<file path="src/design/fqdn_pkg.sv">
// shared constants and codes for the keyed fifo queue with dequeue-n
package fqdn_pkg;

  // store geometry
  localparam int DEPTH     = 16;
  localparam int KEY_WIDTH = 16;
  localparam int PTR_W     = $clog2(DEPTH);
  localparam int CNT_W     = $clog2(DEPTH + 1);

  // item field widths
  localparam int CMD_W    = 2;
  localparam int KEY_IN_W = 16;
  localparam int TAG_W    = 8;
  localparam int COUNT_W  = 5;
  localparam int STATUS_W = 2;
  localparam int REM_W    = 5;

  // command codes
  localparam logic [CMD_W-1:0] CMD_ENQ = 2'd0;
  localparam logic [CMD_W-1:0] CMD_DEQ = 2'd1;
  localparam logic [CMD_W-1:0] CMD_DQN = 2'd2;

  // status codes
  localparam logic [STATUS_W-1:0] ST_OK     = 2'd0;
  localparam logic [STATUS_W-1:0] ST_EMPTY  = 2'd1;
  localparam logic [STATUS_W-1:0] ST_FULL   = 2'd2;
  localparam logic [STATUS_W-1:0] ST_BADCNT = 2'd3;

endpackage

</file>
<file path="src/design/fqdn_in_if.sv">
// command channel: valid/ready handshake with one command item
interface fqdn_in_if;
  logic                         valid;
  logic                         ready;
  logic [fqdn_pkg::CMD_W-1:0]    cmd;
  logic [fqdn_pkg::KEY_IN_W-1:0] key;
  logic [fqdn_pkg::TAG_W-1:0]    tag;
  logic [fqdn_pkg::COUNT_W-1:0]  count;

  modport source (output valid, cmd, key, tag, count, input ready);
  modport sink   (input valid, cmd, key, tag, count, output ready);
endinterface

</file>
<file path="src/design/fqdn_out_if.sv">
// result channel: valid/ready handshake with one result item
interface fqdn_out_if;
  logic                         valid;
  logic                         ready;
  logic [fqdn_pkg::STATUS_W-1:0] status;
  logic [fqdn_pkg::KEY_IN_W-1:0] max_key;
  logic [fqdn_pkg::TAG_W-1:0]    max_tag;
  logic [fqdn_pkg::REM_W-1:0]    remaining;

  modport source (output valid, status, max_key, max_tag, remaining, input ready);
  modport sink   (input valid, status, max_key, max_tag, remaining, output ready);
endinterface

</file>
<file path="src/design/fqdn_ram.sv">
// generic single-write, single-read ram with registered read data
module fqdn_ram #(
  parameter int WIDTH = 8,
  parameter int DEPTH = 16
) (
  input  logic                     clk,
  input  logic                     wr_en,
  input  logic [$clog2(DEPTH)-1:0] wr_addr,
  input  logic [WIDTH-1:0]         wr_data,
  input  logic [$clog2(DEPTH)-1:0] rd_addr,
  output logic [WIDTH-1:0]         rd_data
);

  logic [WIDTH-1:0] mem [DEPTH];

  always_ff @(posedge clk) begin
    if (wr_en) begin
      mem[wr_addr] <= wr_data;
    end
    rd_data <= mem[rd_addr];
  end

endmodule

</file>
<file path="src/design/fifo_queue_dequeue_n_max_core.sv">
// top level of the keyed fifo queue with dequeue-n keep-maximum
// enqueue, dequeue, rejected and unused commands: straight to S_DONE, result loaded there
// dequeue-n: one store read per removed entry through the single ram read port,
//   entries compared in S_SCAN, then the result loaded in S_DONE
// one item in flight: no new item before its result is loaded, later while a result waits
// synchronous reset empties the queue (head and count to zero); store contents are kept
module fifo_queue_dequeue_n_max_core (
  input  logic            clk,
  input  logic            rst,
  fqdn_in_if.sink         req,
  fqdn_out_if.source      rsp
);

  localparam int DEPTH    = fqdn_pkg::DEPTH;
  localparam int KW       = fqdn_pkg::KEY_WIDTH;
  localparam int KIW      = fqdn_pkg::KEY_IN_W;
  localparam int TW       = fqdn_pkg::TAG_W;
  localparam int PTR_W    = fqdn_pkg::PTR_W;
  localparam int CNT_W    = fqdn_pkg::CNT_W;
  localparam int COUNT_W  = fqdn_pkg::COUNT_W;
  localparam int REM_W    = fqdn_pkg::REM_W;
  localparam int STATUS_W = fqdn_pkg::STATUS_W;
  // compare width wide enough for both the requested count and the occupancy
  localparam int CMP_W    = (CNT_W > COUNT_W) ? CNT_W : COUNT_W;
  localparam logic [CNT_W:0]   DEPTH_SUM = (CNT_W+1)'(DEPTH);
  localparam logic [CNT_W-1:0] DEPTH_CNT = CNT_W'(DEPTH);

  typedef enum logic [1:0] {
    S_IDLE,
    S_SCAN,
    S_DONE
  } state_t;

  state_t              state;
  logic [PTR_W-1:0]    head_pointer;
  logic [CNT_W-1:0]    entry_count;
  logic [CNT_W-1:0]    seen;
  logic [CNT_W-1:0]    n_reg;
  logic [STATUS_W-1:0] res_status;
  logic [KW-1:0]       best_key;
  logic [TW-1:0]       best_tag;

  logic                accept;
  logic                is_full;
  logic                bad_count;
  logic [CNT_W-1:0]    seen_inc;
  logic                ram_wr_en;
  logic [PTR_W-1:0]    ram_wr_addr;
  logic [PTR_W-1:0]    ram_rd_addr;
  logic [KW+TW-1:0]    ram_rd_data;
  logic [KW-1:0]       rd_key;
  logic [TW-1:0]       rd_tag;

  // ring index: pointer plus offset, offset never above DEPTH so one wrap suffices
  function automatic logic [PTR_W-1:0] wrap_add(input logic [PTR_W-1:0] ptr,
                                                input logic [CNT_W-1:0] off);
    logic [CNT_W:0] s;
    s = (CNT_W+1)'(ptr) + (CNT_W+1)'(off);
    if (s >= DEPTH_SUM) begin
      s = s - DEPTH_SUM;
    end
    return PTR_W'(s);
  endfunction

  assign req.ready = (state == S_IDLE);
  assign accept    = req.valid && req.ready;

  assign is_full   = (entry_count == DEPTH_CNT);
  // zero or more than the occupancy, which covers the empty queue too
  assign bad_count = (CMP_W'(req.count) == '0) || (CMP_W'(req.count) > CMP_W'(entry_count));
  assign seen_inc  = seen + CNT_W'(1);

  // tail write happens in the accept cycle
  assign ram_wr_en   = accept && (req.cmd == fqdn_pkg::CMD_ENQ) && !is_full;
  assign ram_wr_addr = wrap_add(head_pointer, entry_count);

  // read port runs one entry ahead of the compare: head while idle, next offset while scanning
  assign ram_rd_addr = (state == S_SCAN) ? wrap_add(head_pointer, seen_inc) : head_pointer;

  assign rd_key = ram_rd_data[TW +: KW];
  assign rd_tag = ram_rd_data[TW-1:0];

  fqdn_ram #(
    .WIDTH (KW + TW),
    .DEPTH (DEPTH)
  ) u_store (
    .clk     (clk),
    .wr_en   (ram_wr_en),
    .wr_addr (ram_wr_addr),
    .wr_data ({KW'(req.key), req.tag}),
    .rd_addr (ram_rd_addr),
    .rd_data (ram_rd_data)
  );

  always_ff @(posedge clk) begin
    if (rst) begin
      state        <= S_IDLE;
      head_pointer <= '0;
      entry_count  <= '0;
      rsp.valid    <= 1'b0;
    end else begin
      // result taken downstream, unless a new one is loaded this cycle
      if (rsp.valid && rsp.ready && (state != S_DONE)) begin
        rsp.valid <= 1'b0;
      end

      case (state)
        S_IDLE: begin
          if (accept) begin
            res_status <= fqdn_pkg::ST_OK;
            best_key   <= '0;
            best_tag   <= '0;
            seen       <= '0;
            n_reg      <= CNT_W'(req.count);
            state      <= S_DONE;
            case (req.cmd)
              fqdn_pkg::CMD_ENQ: begin
                if (is_full) begin
                  res_status <= fqdn_pkg::ST_FULL;
                end else begin
                  entry_count <= entry_count + CNT_W'(1);
                end
              end
              fqdn_pkg::CMD_DEQ: begin
                if (entry_count == '0) begin
                  res_status <= fqdn_pkg::ST_EMPTY;
                end else begin
                  head_pointer <= wrap_add(head_pointer, CNT_W'(1));
                  entry_count  <= entry_count - CNT_W'(1);
                end
              end
              fqdn_pkg::CMD_DQN: begin
                if (bad_count) begin
                  res_status <= fqdn_pkg::ST_BADCNT;
                end else begin
                  state <= S_SCAN;
                end
              end
              default: begin
                // unused code: no operation, ok status
              end
            endcase
          end
        end

        S_SCAN: begin
          // later entry wins on equal keys
          if ((seen == '0) || (rd_key >= best_key)) begin
            best_key <= rd_key;
            best_tag <= rd_tag;
          end
          seen <= seen_inc;
          if (seen_inc == n_reg) begin
            head_pointer <= wrap_add(head_pointer, n_reg);
            entry_count  <= entry_count - n_reg;
            state        <= S_DONE;
          end
        end

        S_DONE: begin
          // output register free, or emptying this cycle
          if (!rsp.valid || rsp.ready) begin
            rsp.valid     <= 1'b1;
            rsp.status    <= res_status;
            rsp.max_key   <= KIW'(best_key);
            rsp.max_tag   <= best_tag;
            rsp.remaining <= REM_W'(entry_count);
            state         <= S_IDLE;
          end
        end

        default: begin
          state <= S_IDLE;
        end
      endcase
    end
  end

endmodule

</file>
<file path="src/flat_wrapper.sv">
// flat-port wrapper written by rule: the top's interface ports become plain ports
module fifo_queue_dequeue_n_max_core_flat 
  (clk, rst, req_valid, req_cmd, req_key, req_tag, req_count, req_ready, rsp_valid, rsp_status, rsp_max_key, rsp_max_tag, rsp_remaining, rsp_ready);
  fqdn_in_if req_i ();
  fqdn_out_if rsp_i ();
  input  logic clk;
  input  logic rst;
  input wire logic [$bits(req_i.valid)-1:0] req_valid;
  input wire logic [$bits(req_i.cmd)-1:0] req_cmd;
  input wire logic [$bits(req_i.key)-1:0] req_key;
  input wire logic [$bits(req_i.tag)-1:0] req_tag;
  input wire logic [$bits(req_i.count)-1:0] req_count;
  output wire logic [$bits(req_i.ready)-1:0] req_ready;
  output wire logic [$bits(rsp_i.valid)-1:0] rsp_valid;
  output wire logic [$bits(rsp_i.status)-1:0] rsp_status;
  output wire logic [$bits(rsp_i.max_key)-1:0] rsp_max_key;
  output wire logic [$bits(rsp_i.max_tag)-1:0] rsp_max_tag;
  output wire logic [$bits(rsp_i.remaining)-1:0] rsp_remaining;
  input wire logic [$bits(rsp_i.ready)-1:0] rsp_ready;
  assign req_i.valid = req_valid;
  assign req_i.cmd = req_cmd;
  assign req_i.key = req_key;
  assign req_i.tag = req_tag;
  assign req_i.count = req_count;
  assign req_ready = req_i.ready;
  assign rsp_valid = rsp_i.valid;
  assign rsp_status = rsp_i.status;
  assign rsp_max_key = rsp_i.max_key;
  assign rsp_max_tag = rsp_i.max_tag;
  assign rsp_remaining = rsp_i.remaining;
  assign rsp_i.ready = rsp_ready;
  fifo_queue_dequeue_n_max_core u_core (.clk(clk), .rst(rst), .req(req_i), .rsp(rsp_i));
endmodule
</file>
<file path="config.mk">
export PLATFORM = sky130hd
export DESIGN_NAME = fifo_queue_dequeue_n_max_core_flat
export DESIGN_NICKNAME = d
export VERILOG_FILES = /design/src/design/fqdn_pkg.sv /design/src/design/fqdn_in_if.sv /design/src/design/fqdn_out_if.sv /design/src/design/fqdn_ram.sv /design/src/design/fifo_queue_dequeue_n_max_core.sv /design/src/flat_wrapper.sv
export SDC_FILE = /design/constraint.sdc
export NUM_CORES = 1
export LEC_CHECK = 0
export ABC_AREA = 1
export BUFFER_PORTS_ARGS = -buffer_cell sky130_fd_sc_hd__buf_2
export CAP_MARGIN = 20
export CORE_MARGIN = 4
export CORE_UTILIZATION = 50
export CTS_BUF_LIST = sky130_fd_sc_hd__clkbuf_4
export CTS_CLUSTER_SIZE = 25
export DETAILED_ROUTE_END_ITERATION = 10
export PLACE_DENSITY = 0.69
export SETUP_SLACK_MARGIN = 0.3
export SYNTH_ARGS = -nofsm -noshare
export SYNTH_HDL_FRONTEND = slang
export SYNTH_SLANG_ARGS = --single-unit
export TNS_END_PERCENT = 5
</file>
<file path="constraint.sdc">
create_clock -name clk -period 5.2 [get_ports clk]
set_input_delay 0.78 -clock clk [delete_from_list [all_inputs] [get_ports clk]]
set_output_delay 0.78 -clock clk [all_outputs]
set_load 0.05 [all_outputs]
</file>
==> run summary, run 1 <==
fraction of final layout cells sized beyond drive strength 1 - 0.1457
I/O pin cnt - 68
Area growth syn-to-layout - 10.85%
Multi-input gate area - 5391 um^2
DRC viols - 0
CTS buffer count - 115
Detailed Route Iter0 Violations - 1,188
clk slew on worst S/H paths - 70 ps
worst-skew pair later-pin latency - 830 ps
core box area - 40,740 um^2
Data arrival, critical path - 4230 ps
FF+latch area - 14,260 um^2
postcts setup bufs - 0
post_cts resized - 0
VDD IR max - 0.1452 mV
Die Height - 210.7 um
Yosys top cell area share - 0.6591
wire length of the first global-routing pass - 69,660 um
endpoints failing hold - 0
DP Wirelength - 23,780 um
Post-synth top flop - edfxtp_1
reg2reg end - u_core.u_store.rd_data[6]$_DFF_P_
Max FO, Critical Path - 25
Die ar. - 44,410 um^2
R2R Path Start - u_core.seen[0]$_SDFFCE_PN0P_
clock root cell - clkbuf_4
hold path cells - 1
ranking of synthesized cells by area - edfxtp_1 (66%), nand2_1 (7.3%), nor2_1 (4.8%)
biggest regs - u_core.u_store.mem x384, u_core.u_store.rd_data x24
outcome - finished clean
TritonCTS Sinks - 487
Syn Area/Cell - 11.69 um^2
largest net degree at the start of global routing - 193
gpl congestion - 0.8403
post-synthesis cell type count - 30
Avg WL per Cell - 17.80 um
CTS Buffer Depth - 3
TritonRoute pass-1 iters - 5
Vias - 13,230
Synth async-reset ratio - 0
total routed wirelength - 44,570 um
Seq cells post-synth - 487
Final Cycle Share - 0.6693
dpl cell area - 21,190 um^2
slew margin rel. - 0.2233
Cell Rows - 74
Syn Inst Count - 1,758
WP data required - 5950 ps
R2R setup slack - 1720 ps
initial antenna violation count - 2
Leak - 8.742 nW
Hold Crit Start - req_count[0]
Die Wd - 210.7 um
fmax - 0.2873 GHz
PwrDens - 414.3 nW/um^2
Worst Skew - 36.38 ps
hold_buf cts - 0
setup violators final - 0
startpoint class of the critical path - flip-flop
R2R depth - 13
Vias per Instance - 5.282
combined area of all synthesized cells - 20,550 um^2
share of the yosys chip area belonging to registers - 0.6941
Post-synth EDFFs - 451
H-Tree Depth - 3
Final ANT Viol Nets - 0
hold endpoint - u_core.n_reg[0]$_DFFE_PP_
CTS tree - yes
Fill cells - 3,412
GRT Util Overall - 0.1988
NumNets Final - 1,946
area leader, netlist - edfxtp_1
count leader, synth - edfxtp_1
Finished Cell Area - 22,780 um^2
initial core utilization - 0.5044
Biggest register - u_core.u_store.mem
vias in the first global route - 12,810
Port-buffer cells - 67
final setup TNS - 0 ps
minimum clock period - 3480 ps
Syn. warnings - 0
Worst Setup SP - u_core.seen[0]$_SDFFCE_PN0P_
Tightest Pin Transition - 1164 ps
syn nets - 1,833
critical path class - flip-flop to flip-flop
WHS - 182.7 ps
maxcap violations - 0
RSZ-0062 raised after global routing - false
crit end category - flip-flop
Pins Over Slew Limit - 0
Hold Path Class - primary input to flip-flop
GRT overflow - 0
max reg flops - 384
commonest cells in the netlist - edfxtp_1 (451), nand2_1 (401), nor2_1 (264)
[logic make-up (layout without fill, tap and decap cells)]
family,after synthesis,count (layout),share of synthesized area
buf+inv,188,400,0.05078
flops,487,487,0.6941
compound gates,224,224,0.06661
other cells,0,2,0
xor+xnor,10,10,0.004262
simple gates,809,809,0.1584
fa+ha+maj,40,40,0.02582
[power by group]
group / total [W] / internal, W / switching, W
Clock: 0.00322 / 0.00173 / 0.00149
Sequential: 0.00463 / 0.00448 / 0.000151
Combinational: 0.00158 / 0.000503 / 0.00108
Total: 0.00944 / 0.00672 / 0.00272
[cells in the final DEF, fill, tap and decap left out, types with 4 or more instances in the layout]
cell type and count:
xor2_1 6, nor2_1 247, bufinv_16 4, inv_1 102
o21ai_1 96, o21ai_0 11, a21boi_0 12, clkbuf_4 174
a21oi_1 17, nor2_4 17, fa_1 4, nand3_1 22
dfxtp_1 36, buf_4 10, buf_2 67, xnor2_1 4
a21boi_1 84, nor3_1 100, edfxtp_1 451, nand4_1 17
clkinv_1 34, nand2_1 400, ha_1 36
[how the worst max path moves through the flow]
stage	end	slack [ps]	depth (start not counted)
after floorplan	u_core.rsp.max_key[0]$_DFFE_PP_	1750	1
after global placement	u_core.u_store.rd_data[23]$_DFF_P_	1720	16
after detailed placement	u_core.u_store.rd_data[6]$_DFF_P_	1780	13
after CTS	u_core.u_store.rd_data[6]$_DFF_P_	1760	13
after global routing	u_core.u_store.rd_data[6]$_DFF_P_	1490	12
final	u_core.u_store.rd_data[6]$_DFF_P_	1720	13
[final cells by class]
cell class,count,share of cell area
Sequential cell,487,0.6262
Clock inverter,42,0.01230
Antenna cell,2,0.0002197
Clock buffer,174,0.05735
Multi-Input combinational cell,1083,0.2367
Timing Repair Buffer,80,0.02076
Tap cell,532,0.02922
Inverter,104,0.01725
[per-stage QoR]
step / cells / setup WS [ps] / total power [W] / utilization
after floorplan: 1758 / 1750 / 0.005846 / -
after global placement: 2284 / 1720 / 0.006224 / 0.5190
after detailed placement: 2286 / 1777 / 0.006280 / 0.5201
after CTS: 2502 / 1758 / 0.009503 / 0.5590
after global routing: 2503 / 1487 / 0.009940 / 0.5591
final: 2504 / 1720 / 0.009436 / 0.5591
[worst max-delay path: stages (launching register included)]
cell and delay [ps]:
edfxtp_1 450, inv_1 120, ha_1 340, inv_1 110, fa_1 440, xor2_1 170, nand2_1 70, nand2_2 60
inv_1 830, buf_4 490, o21ai_1 140, nand2_1 90, nand2_1 50, nand2_1 90
[per-layer routing]
metal / up-vias / track usage / routed length, um
met5: - / 0 / 0
met4: 0 / 0.06528 / 745
met3: 59 / 0.04159 / 3075
met2: 419 / 0.3212 / 21080
met1: 6390 / 0.2730 / 19670
li1: 6358 / - / -
Note: power is estimated with default switching activity, not from simulation.
==> run 2: changes to the inputs <==
clock period = 3.25 ns   (was 5.2 ns; I/O delays follow)
==> run summary, run 2 (synthesis gave the netlist of run 1 again) <==
outcome - finished clean
final setup TNS - 0 ps
CTS Buffer Depth - 3
biggest regs - u_core.u_store.mem x384, u_core.u_store.rd_data x24
Cell Chain, Critical Path - inv_1 > ha_1 > inv_1 > fa_1 > nand2_1 > o21ai_4 > buf_4 > a21boi_1 > o21ai_1 > nand2_1 > nand2_1 > nand2_1
met3 wire len - 3383 um
Data arrival, critical path - 3500 ps
R2R depth - 12
fraction of final layout cells sized beyond drive strength 1 - 0.1709
Worst Skew - 28.52 ps
Pins Over Slew Limit - 0
most frequent cells in the layout - edfxtp_1 (451), nand2_1 (400), nor2_1 (247)
Hold Crit Start - req_key[11]
clock root cell - clkbuf_4
TritonRoute pass-1 iters - 7
R2R setup slack - 500 ps
TritonCTS Sinks - 487
initial core utilization - 0.5044
dpl cell area - 21,640 um^2
Die Wd - 210.7 um
Final ANT Viol Nets - 0
P_sw - 0.004355 W
Leak - 9.157 nW
vias in the first global route - 13,250
startpoint class of the critical path - flip-flop
Area growth syn-to-layout - 14.70%
dpl ws - 396.4 ps
register share of total power - 0.489
largest net degree at the start of global routing - 116
wire length of the first global-routing pass - 72,890 um
gpl congestion - 0.8786
Die ar. - 44,410 um^2
Max FO, Critical Path - 28
highest metal used - met4
Crit-path slowest cell - fa_1
RSZ-0062 raised after global routing - false
Tightest Pin Transition - 656.4 ps
Combinational Power Share - 0.178
Hold Path Class - primary input to flip-flop
final core utilization - 0.5785
Vias per Instance - 5.290
maxcap violations - 0
crit end category - flip-flop
PwrDens - 643.6 nW/um^2
CTS tree - yes
WP data required - 4000 ps
critical path class - flip-flop to flip-flop
slew margin rel. - 0.5608
Cell Rows - 74
clk slew on worst S/H paths - 70 ps
GRT overflow - 0
VDD IR max - 0.2494 mV
R2R Path Start - u_core.seen[0]$_SDFFCE_PN0P_
max reg flops - 384
CTS buffer count - 119
Die Height - 210.7 um
Finished Cell Area - 23,570 um^2
met2 wire len - 22,410 um
NumNets Final - 2,010
worst-skew pair later-pin latency - 800 ps
hold endpoint - u_core.u_store.mem[15][19]$_DFFE_PP_
fmax - 0.3638 GHz
Vias - 13,590
Biggest register - u_core.u_store.mem
reg2reg end - u_core.u_store.rd_data[1]$_DFF_P_
endpoints failing hold - 0
most common cell after layout, fill and taps aside - edfxtp_1
Cell Int Power - 0.01081 W
core box area - 40,740 um^2
H-Tree Depth - 3
hold path cells - 1
DRC viols - 0
initial antenna violation count - 1
Worst path max stage delay - 540 ps
Sw Share - 0.2871
Clock power frac - 0.333
Port-buffer cells - 67
most frequent CP cell - nand2_1
Tot Pwr - 0.01517 W
Setup WS post-layout - 501.5 ps
Avg WL per Cell - 18.39 um
GRT Util Overall - 0.2108
Final Cycle Share - 0.8457
crit-path leading delay family - adder cells
setup violators final - 0
worst path buffer plus inverter count - 3
total routed wirelength - 47,250 um
M1 WL - 20,400 um
DP Wirelength - 25,450 um
I/O pin cnt - 68
Detailed Route Iter0 Violations - 1,168
minimum clock period - 2748 ps
run 2: cell count changes in the layout (fill, tap and decap cells not counted), sizes merged:
cell,delta
dlygate4sd3,+21
diode,-1
buf,+37
clkbuf,+24
inv,+2
bufinv,-4
clkinv,-14
run 2: area by class of cell:
type                            count  area (um^2)
Antenna cell                        1        2.502
Sequential cell                   487        14260
Clock inverter                     26        108.9
Fill cell                        3318        17170
Tap cell                          532        665.6
Multi-Input combinational cell   1083         5403
Clock buffer                      196         1471
Timing Repair Buffer              140         1259
Inverter                          104        395.4
run 2: power groups by stage:
stage	Combinational [W]	Sequential [W]	Clock, W
6_report	0.00271	0.00741	0.00505
4_1_cts	0.00264	0.00740	0.00519
5_1_grt	0.00304	0.00743	0.00551
3_5_place_dp	0.00259	0.00754	0
2_1_floorplan	0.00185	0.00750	0
3_3_place_gp	0.00252	0.00753	0
run 2: worst register-to-register path, cell delays in order (launching register included):
cell and delay (ps):
edfxtp_1 420, inv_1 110, ha_1 330, inv_1 90, fa_1 540, nand2_1 90
o21ai_4 200, buf_4 370, a21boi_1 280, o21ai_1 110, nand2_1 70, nand2_1 40
nand2_1 60
run 2: worst max-delay path by stage:
stage | from | endpoint | slack [ps] | cells after the start
after floorplan | u_core.state[1]$_SDFFE_PP0P_ | u_core.u_store.mem[0][0]$_DFFE_PP_ | 150 | 5
after global placement | u_core.seen[0]$_SDFFCE_PN0P_ | u_core.u_store.rd_data[8]$_DFF_P_ | 480 | 12
after detailed placement | u_core.seen[0]$_SDFFCE_PN0P_ | u_core.u_store.rd_data[8]$_DFF_P_ | 400 | 12
after CTS | u_core.seen[0]$_SDFFCE_PN0P_ | u_core.u_store.rd_data[8]$_DFF_P_ | 370 | 12
after global routing | u_core.seen[0]$_SDFFCE_PN0P_ | u_core.u_store.rd_data[23]$_DFF_P_ | 340 | 13
final | u_core.seen[0]$_SDFFCE_PN0P_ | u_core.u_store.rd_data[1]$_DFF_P_ | 500 | 12
run 2: metrics by stage:
stage / hold WS (ps) / cells
final: 67.66 / 2569
after global routing: 25.28 / 2569
after CTS: 0.4663 / 2559
after detailed placement: 404.5 / 2316
after global placement: 402.2 / 2316
after floorplan: 400.3 / 1758
run 2: what timing repair did:
action | CTS | global route
hold buffers | 21 | 0
endpoints found under the hold margin | 116 | 0
endpoints found under the setup margin | 0 | 42
buffers inserted | 0 | 7
resized for setup | 0 | 2
run 2: per-layer routing:
layer	track usage	vias to the layer above
li1	-	6493
met2	0.3413	511
met3	0.04010	83
met4	0.07758	0
met5	0	-
met1	0.2878	6504
==> run 3: changes to the inputs <==
PLACE_DENSITY = 0.72   (was 0.69)
clock period = 2.5 ns   (was 3.25 ns; I/O delays follow)
==> run summary, run 3 (synthesis gave the netlist of run 1 again) <==
NumNets Final - 2,069
TritonRoute pass-1 iters - 5
CTS buffer count - 118
DP Wirelength - 27,750 um
initial core utilization - 0.5044
Leak - 9.585 nW
initial antenna violation count - 5
GRT overflow - 0
clock root cell - clkbuf_4
startpoint class of the critical path - flip-flop
VDD IR max - 0.3236 mV
Port-buffer cells - 67
most frequent cells in the layout - edfxtp_1 (451), nand2_1 (381), nor2_1 (246)
GRT Util Overall - 0.2140
Data arrival, critical path - 3290 ps
CTS tree - yes
fraction of final layout cells sized beyond drive strength 1 - 0.2099
gpl congestion - 0.8096
total routed wirelength - 48,500 um
Max FO, Critical Path - 6
H-Tree Depth - 3
slew margin rel. - 0.5699
Vias - 14,060
RSZ-0062 raised after global routing - true
minimum clock period - 2580 ps
outcome - finished with violations
Final ANT Viol Nets - 0
fmax - 0.3876 GHz
final core utilization - 0.6076
Avg WL per Cell - 18.43 um
I/O pin cnt - 68
Cell Chain, Critical Path - inv_2 > ha_4 > inv_2 > fa_1 > nand2_2 > o21ai_4 > buf_12 > buf_12 > clkbuf_16 > a21boi_1 > o21ai_1 > nand2_1 > nand2_1 > nand2_1
maxcap violations - 0
max reg flops - 384
clk slew on worst S/H paths - 70 ps
Biggest register - u_core.u_store.mem
most frequent CP cell - nand2_1
R2R depth - 14
setup violators final - 6
TritonCTS Sinks - 487
hold path cells - 2
Cell Rows - 74
Setup WS post-layout - -80.22 ps
Crit-path slowest cell - fa_1
Vias per Instance - 5.344
vias in the first global route - 13,780
DRC viols - 0
largest net degree at the start of global routing - 99
worst-skew pair later-pin latency - 820 ps
Worst Skew - 45.50 ps
PwrDens - 811.6 nW/um^2
biggest regs - u_core.u_store.mem x384, u_core.u_store.rd_data x24
Final Cycle Share - 1.032
Hold Path Class - primary input to flip-flop
Tightest Pin Transition - 642.8 ps
Detailed Route Iter0 Violations - 1,228
wire length of the first global-routing pass - 73,920 um
violated checks - setup timing
Area growth syn-to-layout - 20.46%
Die ar. - 44,410 um^2
WHS - 339.5 ps
critical path class - flip-flop to flip-flop
WP data required - 3210 ps
Worst path max stage delay - 480 ps
crit end category - flip-flop
endpoints failing hold - 0
core box area - 40,740 um^2
Die Height - 210.7 um
CTS Buffer Depth - 3
Die Wd - 210.7 um
Pins Over Slew Limit - 0
most common cell after layout, fill and taps aside - edfxtp_1
[run 3: cell types whose count changed in the layout (fill, tap and decap cells not counted), moves of 14 or more]
cell / previous run / this run
nand2_2: 2 / 20
clkinv_1: 19 / 37
a21boi_2: 0 / 19
dlygate4sd3_1: 21 / 35
buf_12: 23 / 44
nand2_1: 400 / 381
a21boi_1: 84 / 70
clkbuf_4: 196 / 173
[run 3: layout make-up]
type | instances | area, um^2
antenna | 3 | 7.507
sequential | 487 | 14260
tap | 532 | 665.6
timing repair buffer | 200 | 2220
inverter | 104 | 405.4
multi-input combinational | 1083 | 5657
clock buffer | 173 | 1299
clock inverter | 49 | 235.2
fill | 3179 | 15990
[run 3: routing by layer]
layer,vias to the layer above,part of all wire,track usage
li1,6630,-,-
met1,6766,0.41,0.2830
met2,558,0.49,0.3513
met3,102,0.079,0.04426
met4,4,0.027,0.08473
met5,-,0.00043,0
[run 3: critical path, delay by kind of cell (launching register included)]
kind | cells | cell delay (ps)
buffers and inverters | 5 | 560
AOI/OAI and AO/OA | 3 | 400
DFF | 1 | 440
and+or+nand+nor | 4 | 320
adders and majority gates | 2 | 750
[run 3: path summary, 6_finish.rpt]
kind	start	end	slack [ps]
setup / recovery	u_core.seen[1]$_SDFFCE_PN0P_	u_core.u_store.rd_data[7]$_DFF_P_	-80
hold / removal	req_count[0]	u_core.n_reg[0]$_DFFE_PP_	340
setup reg to reg	u_core.seen[1]$_SDFFCE_PN0P_	u_core.u_store.rd_data[7]$_DFF_P_	-80
hold reg to reg	u_core.best_tag[4]$_SDFFCE_PN0P_	u_core.rsp.max_tag[4]$_DFFE_PP_	420
[run 3: timing repair]
item,4_1_cts,5_1_grt
setup buffers,12,4
gates resized for setup,44,53
gates cloned,6,4
endpoints found under the setup margin,409,443
pin swaps,12,30
hold buffers,35,0
endpoints found under the hold margin,394,0
[run 3: through the flow]
stage	setup TNS [ps]	setup slack (ps)	std cells	total power, W	cell area [um^2]
2_1_floorplan	0	155.0	1758	0.01223	20700
6_report	-130.0	-80.22	2631	0.02009	24750
3_3_place_gp	0	20.71	2345	0.01320	22120
3_5_place_dp	-104.4	-24.36	2345	0.01330	22120
4_1_cts	0	50.37	2620	0.02003	24440
5_1_grt	-2790	-200.5	2630	0.02118	24750
[run 3: report_power, final]
part / switching, W / total, W / internal (W)
Combinational: 0.00244 / 0.00401 / 0.00157
Clock: 0.00312 / 0.00642 / 0.00330
Sequential: 0.000338 / 0.00966 / 0.00932
Total: 0.00590 / 0.0201 / 0.0142
